[src/design/keypad_matrix_mode_decoder_defines.svh]
// Assertion macros for the keypad matrix decoder.
// Taken in by the top level with `include; no other dependencies.
`ifndef KEYPAD_MATRIX_MODE_DECODER_DEFINES_SVH
`define KEYPAD_MATRIX_MODE_DECODER_DEFINES_SVH

// Same-cycle implication, disabled while reset is asserted.
`define KMD_ASSERT_NOW(lbl, clk, rstn, ante, cons) \
  lbl: assert property (@(posedge clk) disable iff (!(rstn)) (ante) |-> (cons)) \
    else $error("keypad decoder: same-cycle check failed");

// Next-cycle implication, disabled while reset is asserted.
`define KMD_ASSERT_NEXT(lbl, clk, rstn, ante, cons) \
  lbl: assert property (@(posedge clk) disable iff (!(rstn)) (ante) |=> (cons)) \
    else $error("keypad decoder: next-cycle check failed");

`endif

[src/design/kmd_pkg.sv]
// Shared types, codes and the character table of the keypad matrix decoder.
// No dependencies; used by the interfaces and every module.
`timescale 1ns / 1ps

package kmd_pkg;

  localparam int LAYERS   = 5;
  localparam int KEYS     = 16;
  localparam int CASE_GAP = 32;

  typedef logic [KEYS-1:0] matrix_t;
  typedef logic [3:0]      key_idx_t;
  typedef logic [6:0]      code_t;
  typedef logic [2:0]      layer_t;

  // Special result codes
  localparam code_t CODE_NONE  = 7'd0;
  localparam code_t CODE_UNDO  = 7'd1;
  localparam code_t CODE_OK    = 7'd2;
  localparam code_t CODE_CAPS  = 7'd3;
  localparam code_t CODE_MODE  = 7'd4;
  localparam code_t CODE_UP    = 7'd5;
  localparam code_t CODE_DOWN  = 7'd6;
  localparam code_t CODE_LEFT  = 7'd7;
  localparam code_t CODE_RIGHT = 7'd8;

  // Fixed keys in the fourth column
  localparam key_idx_t KEY_OK   = 4'd3;
  localparam key_idx_t KEY_UNDO = 4'd7;
  localparam key_idx_t KEY_CAPS = 4'd11;
  localparam key_idx_t KEY_MODE = 4'd15;

  localparam layer_t LAYER_ARROW = 3'(LAYERS - 1);
  localparam logic [1:0] COL_FIXED = 2'd3;

  localparam code_t CHAR_LC_A = 7'h61;
  localparam code_t CHAR_LC_Z = 7'h7a;

  localparam code_t GLYPHS [LAYERS][KEYS] = '{
    '{7'h31, 7'h32, 7'h33, CODE_OK, 7'h34, 7'h35, 7'h36, CODE_UNDO,
      7'h37, 7'h38, 7'h39, CODE_CAPS, 7'h28, 7'h30, 7'h29, CODE_MODE},
    '{7'h61, 7'h62, 7'h63, CODE_OK, 7'h64, 7'h65, 7'h66, CODE_UNDO,
      7'h67, 7'h68, 7'h69, CODE_CAPS, 7'h6a, 7'h6b, 7'h6c, CODE_MODE},
    '{7'h6d, 7'h6e, 7'h6f, CODE_OK, 7'h70, 7'h71, 7'h72, CODE_UNDO,
      7'h73, 7'h74, 7'h75, CODE_CAPS, 7'h76, 7'h77, 7'h78, CODE_MODE},
    '{7'h79, 7'h7a, 7'h2b, CODE_OK, 7'h7c, 7'h26, 7'h2d, CODE_UNDO,
      7'h25, 7'h3d, 7'h2a, CODE_CAPS, 7'h20, 7'h2e, 7'h2f, CODE_MODE},
    '{CODE_UP, CODE_UP, CODE_UP, CODE_OK, CODE_DOWN, CODE_DOWN, CODE_DOWN, CODE_UNDO,
      CODE_LEFT, CODE_LEFT, CODE_LEFT, CODE_CAPS,
      CODE_RIGHT, CODE_RIGHT, CODE_RIGHT, CODE_MODE}
  };

  // Priority encoder result
  typedef struct packed {
    logic     hit;
    key_idx_t idx;
  } key_sel_t;

  // Decoder result: code plus the state after this item
  typedef struct packed {
    code_t  code;
    layer_t layer;
    logic   caps;
  } dec_res_t;

endpackage

[src/design/kmd_ifs.sv]
// Valid/ready channel interfaces for the keypad matrix decoder.
// Depends on kmd_pkg for the payload types.
`timescale 1ns / 1ps

interface kmd_in_if;
  import kmd_pkg::*;
  logic    valid;
  logic    ready;
  matrix_t key_matrix;
  modport source (output valid, output key_matrix, input ready);
  modport sink   (input valid, input key_matrix, output ready);
endinterface

interface kmd_out_if;
  import kmd_pkg::*;
  logic   valid;
  logic   ready;
  code_t  key_code;
  layer_t layer_now;
  logic   caps_on;
  modport source (output valid, output key_code, output layer_now, output caps_on,
                  input ready);
  modport sink   (input valid, input key_code, input layer_now, input caps_on,
                  output ready);
endinterface

[src/design/kmd_prio_enc.sv]
// Lowest-set-bit priority encoder over the key snapshot.
// Depends on kmd_pkg.
`timescale 1ns / 1ps

module kmd_prio_enc (
  input  kmd_pkg::matrix_t  matrix,
  output kmd_pkg::key_sel_t sel
);
  import kmd_pkg::*;

  always_comb begin
    sel = '0;
    // scan from the top so the lowest set bit wins
    for (int k = KEYS - 1; k >= 0; k--) begin
      if (matrix[k]) begin
        sel.hit = 1'b1;
        sel.idx = key_idx_t'(k);
      end
    end
  end

endmodule

[src/design/kmd_decode.sv]
// Key decode: picks the key, looks up its code and works out the next state.
// Depends on kmd_pkg and kmd_prio_enc.
`timescale 1ns / 1ps

module kmd_decode (
  input  kmd_pkg::matrix_t  matrix,
  input  kmd_pkg::layer_t   layer,
  input  logic              caps,
  output kmd_pkg::dec_res_t res
);
  import kmd_pkg::*;

  key_sel_t sel;
  layer_t   lay;
  code_t    glyph;

  kmd_prio_enc u_prio (
    .matrix (matrix),
    .sel    (sel)
  );

  // out-of-range layer looks up as layer 0
  assign lay   = (layer < layer_t'(LAYERS)) ? layer : '0;
  assign glyph = GLYPHS[lay][sel.idx];

  always_comb begin
    res.code  = CODE_NONE;
    res.layer = layer;
    res.caps  = caps;
    if (sel.hit) begin
      if (lay == LAYER_ARROW && sel.idx[1:0] != COL_FIXED) begin
        res.code = CODE_UP + code_t'(sel.idx[3:2]);
      end else if (sel.idx == KEY_OK) begin
        res.code = CODE_OK;
      end else if (sel.idx == KEY_UNDO) begin
        res.code = CODE_UNDO;
      end else if (sel.idx == KEY_MODE) begin
        res.layer = (lay == LAYER_ARROW) ? '0 : lay + 3'd1;
        res.code  = CODE_MODE;
      end else if (sel.idx == KEY_CAPS) begin
        res.caps = ~caps;
        res.code = CODE_CAPS;
      end else begin
        res.code = glyph;
        if (caps && glyph >= CHAR_LC_A && glyph <= CHAR_LC_Z) begin
          res.code = glyph - code_t'(CASE_GAP);
        end
      end
    end
  end

endmodule

[src/design/keypad_matrix_mode_decoder.sv]
// Keypad matrix decoder, top level: input register, decode, result register.
// Items pass the input register, then the result register; 1 item/cycle unless out_ch.ready stalls.
// The layer and caps state update as an item moves into the result register,
// so the next item is decoded against the updated state with no bubble.
// Synchronous active-low reset clears valids, layer (0) and caps lock (off).
// Depends on kmd_pkg, kmd_ifs, kmd_decode and the assertion macro header.
`timescale 1ns / 1ps
`include "keypad_matrix_mode_decoder_defines.svh"

module keypad_matrix_mode_decoder (
  input  logic       clk,
  input  logic       rst_n,
  kmd_in_if.sink     in_ch,
  kmd_out_if.source  out_ch
);
  import kmd_pkg::*;

  logic     s1_valid_r;
  matrix_t  s1_matrix_r;
  logic     out_valid_r;
  code_t    out_code_r;
  layer_t   out_layer_r;
  logic     out_caps_r;
  layer_t   layer_r;
  logic     caps_r;

  logic     out_free;
  logic     s1_move;
  logic     in_take;
  dec_res_t dec;

  assign out_free = !out_valid_r || out_ch.ready;
  assign s1_move  = s1_valid_r && out_free;
  assign in_ch.ready = !s1_valid_r || out_free;
  assign in_take  = in_ch.valid && in_ch.ready;

  kmd_decode u_decode (
    .matrix (s1_matrix_r),
    .layer  (layer_r),
    .caps   (caps_r),
    .res    (dec)
  );

  always_ff @(posedge clk) begin
    if (!rst_n) begin
      s1_valid_r  <= 1'b0;
      out_valid_r <= 1'b0;
      layer_r     <= '0;
      caps_r      <= 1'b0;
    end else begin
      if (in_ch.ready) begin
        s1_valid_r <= in_ch.valid;
      end
      if (out_free) begin
        out_valid_r <= s1_valid_r;
      end
      if (s1_move) begin
        layer_r <= dec.layer;
        caps_r  <= dec.caps;
      end
    end
  end

  always_ff @(posedge clk) begin
    if (in_take) begin
      s1_matrix_r <= in_ch.key_matrix;
    end
    if (s1_move) begin
      out_code_r  <= dec.code;
      out_layer_r <= dec.layer;
      out_caps_r  <= dec.caps;
    end
  end

  assign out_ch.valid     = out_valid_r;
  assign out_ch.key_code  = out_code_r;
  assign out_ch.layer_now = out_layer_r;
  assign out_ch.caps_on   = out_caps_r;

  `KMD_ASSERT_NOW(a_layer_range, clk, rst_n, 1'b1, layer_r < layer_t'(LAYERS))
  `KMD_ASSERT_NOW(a_out_matches_state, clk, rst_n, out_valid_r,
                  out_layer_r == layer_r && out_caps_r == caps_r)
  `KMD_ASSERT_NEXT(a_state_holds_on_stall, clk, rst_n, out_valid_r && !out_ch.ready,
                   $stable(layer_r) && $stable(caps_r))

endmodule

[src/flat_wrapper.sv]
// flat-port wrapper written by rule: the top's interface ports become plain ports
module keypad_matrix_mode_decoder_flat import kmd_pkg::*;
  (clk, rst_n, in_ch_valid, in_ch_key_matrix, in_ch_ready, out_ch_valid, out_ch_key_code, out_ch_layer_now, out_ch_caps_on, out_ch_ready);
  kmd_in_if in_ch_i ();
  kmd_out_if out_ch_i ();
  input  logic clk;
  input  logic rst_n;
  input wire logic [$bits(in_ch_i.valid)-1:0] in_ch_valid;
  input wire logic [$bits(in_ch_i.key_matrix)-1:0] in_ch_key_matrix;
  output wire logic [$bits(in_ch_i.ready)-1:0] in_ch_ready;
  output wire logic [$bits(out_ch_i.valid)-1:0] out_ch_valid;
  output wire logic [$bits(out_ch_i.key_code)-1:0] out_ch_key_code;
  output wire logic [$bits(out_ch_i.layer_now)-1:0] out_ch_layer_now;
  output wire logic [$bits(out_ch_i.caps_on)-1:0] out_ch_caps_on;
  input wire logic [$bits(out_ch_i.ready)-1:0] out_ch_ready;
  assign in_ch_i.valid = in_ch_valid;
  assign in_ch_i.key_matrix = in_ch_key_matrix;
  assign in_ch_ready = in_ch_i.ready;
  assign out_ch_valid = out_ch_i.valid;
  assign out_ch_key_code = out_ch_i.key_code;
  assign out_ch_layer_now = out_ch_i.layer_now;
  assign out_ch_caps_on = out_ch_i.caps_on;
  assign out_ch_i.ready = out_ch_ready;
  keypad_matrix_mode_decoder u_core (.clk(clk), .rst_n(rst_n), .in_ch(in_ch_i), .out_ch(out_ch_i));
endmodule
[config.mk]
export PLATFORM = sky130hd
export DESIGN_NAME = keypad_matrix_mode_decoder_flat
export DESIGN_NICKNAME = d
export VERILOG_FILES = /design/src/design/kmd_pkg.sv /design/src/design/kmd_ifs.sv /design/src/design/kmd_prio_enc.sv /design/src/design/kmd_decode.sv /design/src/design/keypad_matrix_mode_decoder.sv /design/src/flat_wrapper.sv
export VERILOG_INCLUDE_DIRS = /design/src /design/src/design
export SDC_FILE = /design/constraint.sdc
export NUM_CORES = 1
export LEC_CHECK = 0
export ABC_AREA = 1
export BUFFER_PORTS_ARGS = -buffer_cell sky130_fd_sc_hd__buf_4
export CAP_MARGIN = 20
export CELL_PAD_IN_SITES_DETAIL_PLACEMENT = 0
export CELL_PAD_IN_SITES_GLOBAL_PLACEMENT = 1
export CORE_ASPECT_RATIO = 1.4
export CORE_UTILIZATION = 42
export DETAILED_ROUTE_END_ITERATION = 12
export GPL_ROUTABILITY_DRIVEN = 0
export GPL_TIMING_DRIVEN = 0
export PLACE_DENSITY_LB_ADDON = 0.08
export SYNTH_ARGS = -nofsm -noshare
export SYNTH_HDL_FRONTEND = slang
export SYNTH_HIERARCHICAL = 1
export SYNTH_SLANG_ARGS = --single-unit
[constraint.sdc]
create_clock -name clk -period 3.4 [get_ports clk]
set_clock_uncertainty 0.05 [all_clocks]
set_input_delay 0.51 -clock clk [delete_from_list [all_inputs] [get_ports clk]]
set_output_delay 0.51 -clock clk [all_outputs]
set_load 0.01 [all_outputs]
==> summary.txt <==
Floorplan
  – Ports: 33
  – Die area: 0.00608 mm²
  – Die Ht: 91.9 µm
  – Die width: 66.2 µm
  – Row Count: 32
  – Total core area: 0.00553 mm²
  – Starting density of the core: 43.9%

GRT
  – First-pass GRT wire length: 10.1 mm
  – Gr ovfl total: 0
  – Total track usage: 21.2%
  – Initial antenna violation count: 0
  – Vias in the first global route: 2212
  – Pin count of the biggest net entering global routing: 17

Drt
  – Remaining DRCs: 0
  – DRT Pass-1 Iters: 4
  – Initial DRC count: 87
  – Total wire length: 5.59 mm
  – Vias per cell: 5.00
  – Post-route ant nets: 0
  – Vias: 2140
  – Avg WL per Cell: 13.1 µm

Yosys
  – Synth Area in Compound Gates: 8.00%
  – Xor and xnor area share after synthesis: 0.361%
  – Commonest register cell after synthesis: edfxtp_1
  – EDFF count, synth: 27
  – Ys async rst share: 0%
  – Synthesized net count: 354
  – Seq/Total Area, Yosys: 38.4%
  – Post-Syn Instances: 320
  – Mapped Area: 0.00242 mm²
  – Multiplexer area fraction after synthesis: 0%
  – Synth cell types: 36
  – Synth top area cells: edfxtp_1 (33%), nand2_1 (13%), nand3_1 (8.7%), ha_1 (7.2%), inv_1 (5.4%)
  – Yosys warnings: 6
  – Yosys top cell by area: edfxtp_1
  – Adder-Cell Fraction of Synth Area: 7.23%
  – Synthesized-area fraction occupied by and/or/nand/nor cells: 35.8%
  – Yosys top cell area share: 33.5%
  – Post-Syn Area per Cell: 7.57 µm²
  – Largest family of logic cells by synthesized area: simple AND/OR/NAND/NOR gates
  – FF+latch count, synth: 33

Setup path
  – CP Capture Type: flop
  – CP required: 3380 ps
  – Top Family by Delay on Critical Path: simple AND/OR/NAND/NOR gates
  – Critical-path top delay cell: edfxtp_1
  – Reg2Reg Depth: 30
  – Worst setup SP type: flop
  – Worst path max stage delay: 370 ps
  – Crit-path max FO: 10
  – Setup Crit Path Kind: flop to flop
  – Worst Path Buf+Inv: 2
  – Critical path depth: 30
  – Most frequent CP cell: nand2_1
  – Worst path arrival time: 3010 ps

STA
  – Setup TNS: 0 ps
  – Hold Fails Final Rpt: 0
  – Final Setup Violations: 0
  – Hold Worst Slack: 353 ps
  – Worst-Margin Slew: 1010 ps
  – Max Clock Freq: 331 MHz
  – Final Critical Period: 3020 ps
  – Headroom to the max-slew limit: 32.5%
  – Final worst-path cycle share: 89.0%
  – Slew Viols, Final: 0
  – RSZ-0062 raised after global routing: false

Place
  – Placed Instances: 420
  – IO buf count: 32
  – HPWL after DPL: 4.24 mm

Finish
  – P&R area growth vs syn: 18.6%
  – Layout filler cell count: 588
  – Final std cells w/o fill: 428
  – Nets@finish: 393
  – Diodes inserted: 0
  – Layout cells sized above 1: 21.1%

Hold path
  – Hold/Removal Path Class: primary input to flop
  – Hold-critical path depth: 1

Power
  – Gate power share: 22.4%
  – Clock power share: 34.3%
  – Switching share of power: 27.6%
  – Register share of total power: 43.4%
  – Pint: 803 µW
  – Leak: 0.00138 µW
  – Power density cells: 386 mW/mm²
  – Worst IR Drop VDD: 0.264 mV
  – P_sw: 306 µW

Clock network
  – CTS tree: done
  – Clk_lat worst skew: 280 ps
  – CTS Buf Count: 5
  – Max clock buf depth: 2
  – Clock transition at path regs: 70 ps
  – Clock sinks: 33
  – Hold_buf cts: 0
  – CTS Root Cell: clkbuf_8
  – H-tree depth: 2
  – Post-CTS setup buffers: 0

Status
  – Status: completed

Job
  – Total of max-cap violations: 0
-- sequential cells by signal (all words and copies together), names as in the netlist --
| name | cells |
|---|---|
| u_core/caps_r | 1 |
| u_core/layer_r | 3 |
| u_core/out_ch.caps_on | 1 |
| u_core/out_ch.key_code | 7 |
| u_core/out_ch.layer_now | 3 |
| u_core/out_ch.valid | 1 |
| u_core/s1_matrix_r | 16 |
| u_core/s1_valid_r | 1 |
-- placed cells by master (no fill, tap or decap), drive strengths merged --
cell / netlist / routed
nand2: 87 / 87
inv: 46 / 48
nand3: 46 / 46
nor2: 39 / 39
buf: 5 / 37
edfxtp: 27 / 27
a21oi: 18 / 18
ha: 14 / 14
o21ai: 10 / 10
clkbuf: 1 / 7
dfxtp: 6 / 6
nor3: 5 / 5
nand4: 3 / 3
or2: 2 / 2
a31oi: 2 / 2
bufinv: 0 / 1
clkinvlp: 0 / 1
nor3b: 1 / 1
o2111ai: 1 / 1
o21bai: 1 / 1
o32ai: 1 / 1
a2111oi: 1 / 1
xor2: 1 / 1
nor4: 1 / 1
-- worst paths after layout --
path | from | endpoint | slack, ps
hold reg to reg | u_core/caps_r$_SDFFE_PN0P_ | u_core/caps_r$_SDFFE_PN0P_ | 430
hold / removal | in_ch_key_matrix[4] | u_core/s1_matrix_r[4]$_DFFE_PP_ | 350
setup / recovery | u_core/s1_matrix_r[14]$_DFFE_PP_ | u_core/out_ch.key_code[6]$_DFFE_PP_ | 380
setup reg to reg | u_core/s1_matrix_r[14]$_DFFE_PP_ | u_core/out_ch.key_code[6]$_DFFE_PP_ | 380
-- through the flow --
stage	cell area [µm²]	total power [µW]	util, %	worst slack [ps]
CTS	2870	1130	52.0	74.6
floorplan	2420	662	-	640
detailed placement	2750	736	49.8	-332
global route	2870	1170	52.0	0.994
finish	2870	1110	52.0	376
global placement	2750	736	49.8	-355
-- cells by family (layout without fill, tap and decap cells) --
family,count (synthesis),in the layout
buffers and inverters,54,94
AO/OA/AOI/OAI,34,34
XOR/XNOR,1,1
AND/OR/NAND/NOR,184,184
flip-flops,33,33
adder cells (fa/ha/maj),14,14
-- final cells by class --
cell class / instances / area (µm²) / share of cell area [%]
buffer: 6 / 56.3 / 1.96
clock buffer: 6 / 82.6 / 2.87
tap: 68 / 85.1 / 2.96
clock inverter: 2 / 37.5 / 1.31
timing repair buffer: 32 / 240 / 8.36
sequential: 33 / 931 / 32.4
multi-input combinational: 233 / 1250 / 43.5
inverter: 48 / 190 / 6.62
-- synthesized netlist by cell type, types with 2 or more instances --
cell / number
nor2_2: 2
a31oi_1: 2
nand2_1: 82
dfxtp_1: 6
edfxtp_1: 27
a21oi_1: 17
nor2_1: 34
nand3_2: 3
buf_4: 2
ha_1: 14
nand4_1: 3
nand3_1: 42
o21ai_0: 10
nor2_4: 2
inv_1: 35
nor3_1: 5
nand2_2: 3
buf_6: 3
inv_2: 9
or2_1: 2
clkinv_1: 2
-- power groups by stage --
stage | clock network, µW | logic [µW] | registers (µW)
6_report | 380 | 248 | 481
5_1_grt | 405 | 282 | 484
4_1_cts | 395 | 249 | 481
3_5_place_dp | 0 | 247 | 489
3_3_place_gp | 0 | 247 | 489
2_1_floorplan | 0 | 170 | 492
-- worst reg2reg max path, delay by kind of cell, from the launching register on --
family                     cells  cell delay [ps]
adders and majority gates      1              180
buffers and inverters          2              250
and+or+nand+nor               25             1630
AOI/OAI and AO/OA              2              300
DFF                            1              370
-- metal layers --
metal  global-route usage (%)  wire (µm)
met1                     25.8       2490
met3                     3.11        162
met2                     38.4       2880
met4                     4.79         63
met5                        0          0
-- repair_timing --
item / CTS / global route
resized for setup: 1 / 2
hold endpoints to repair: 0 / 0
endpoints found under the setup margin: 11 / 8
Power figures use the tool's default switching activity.
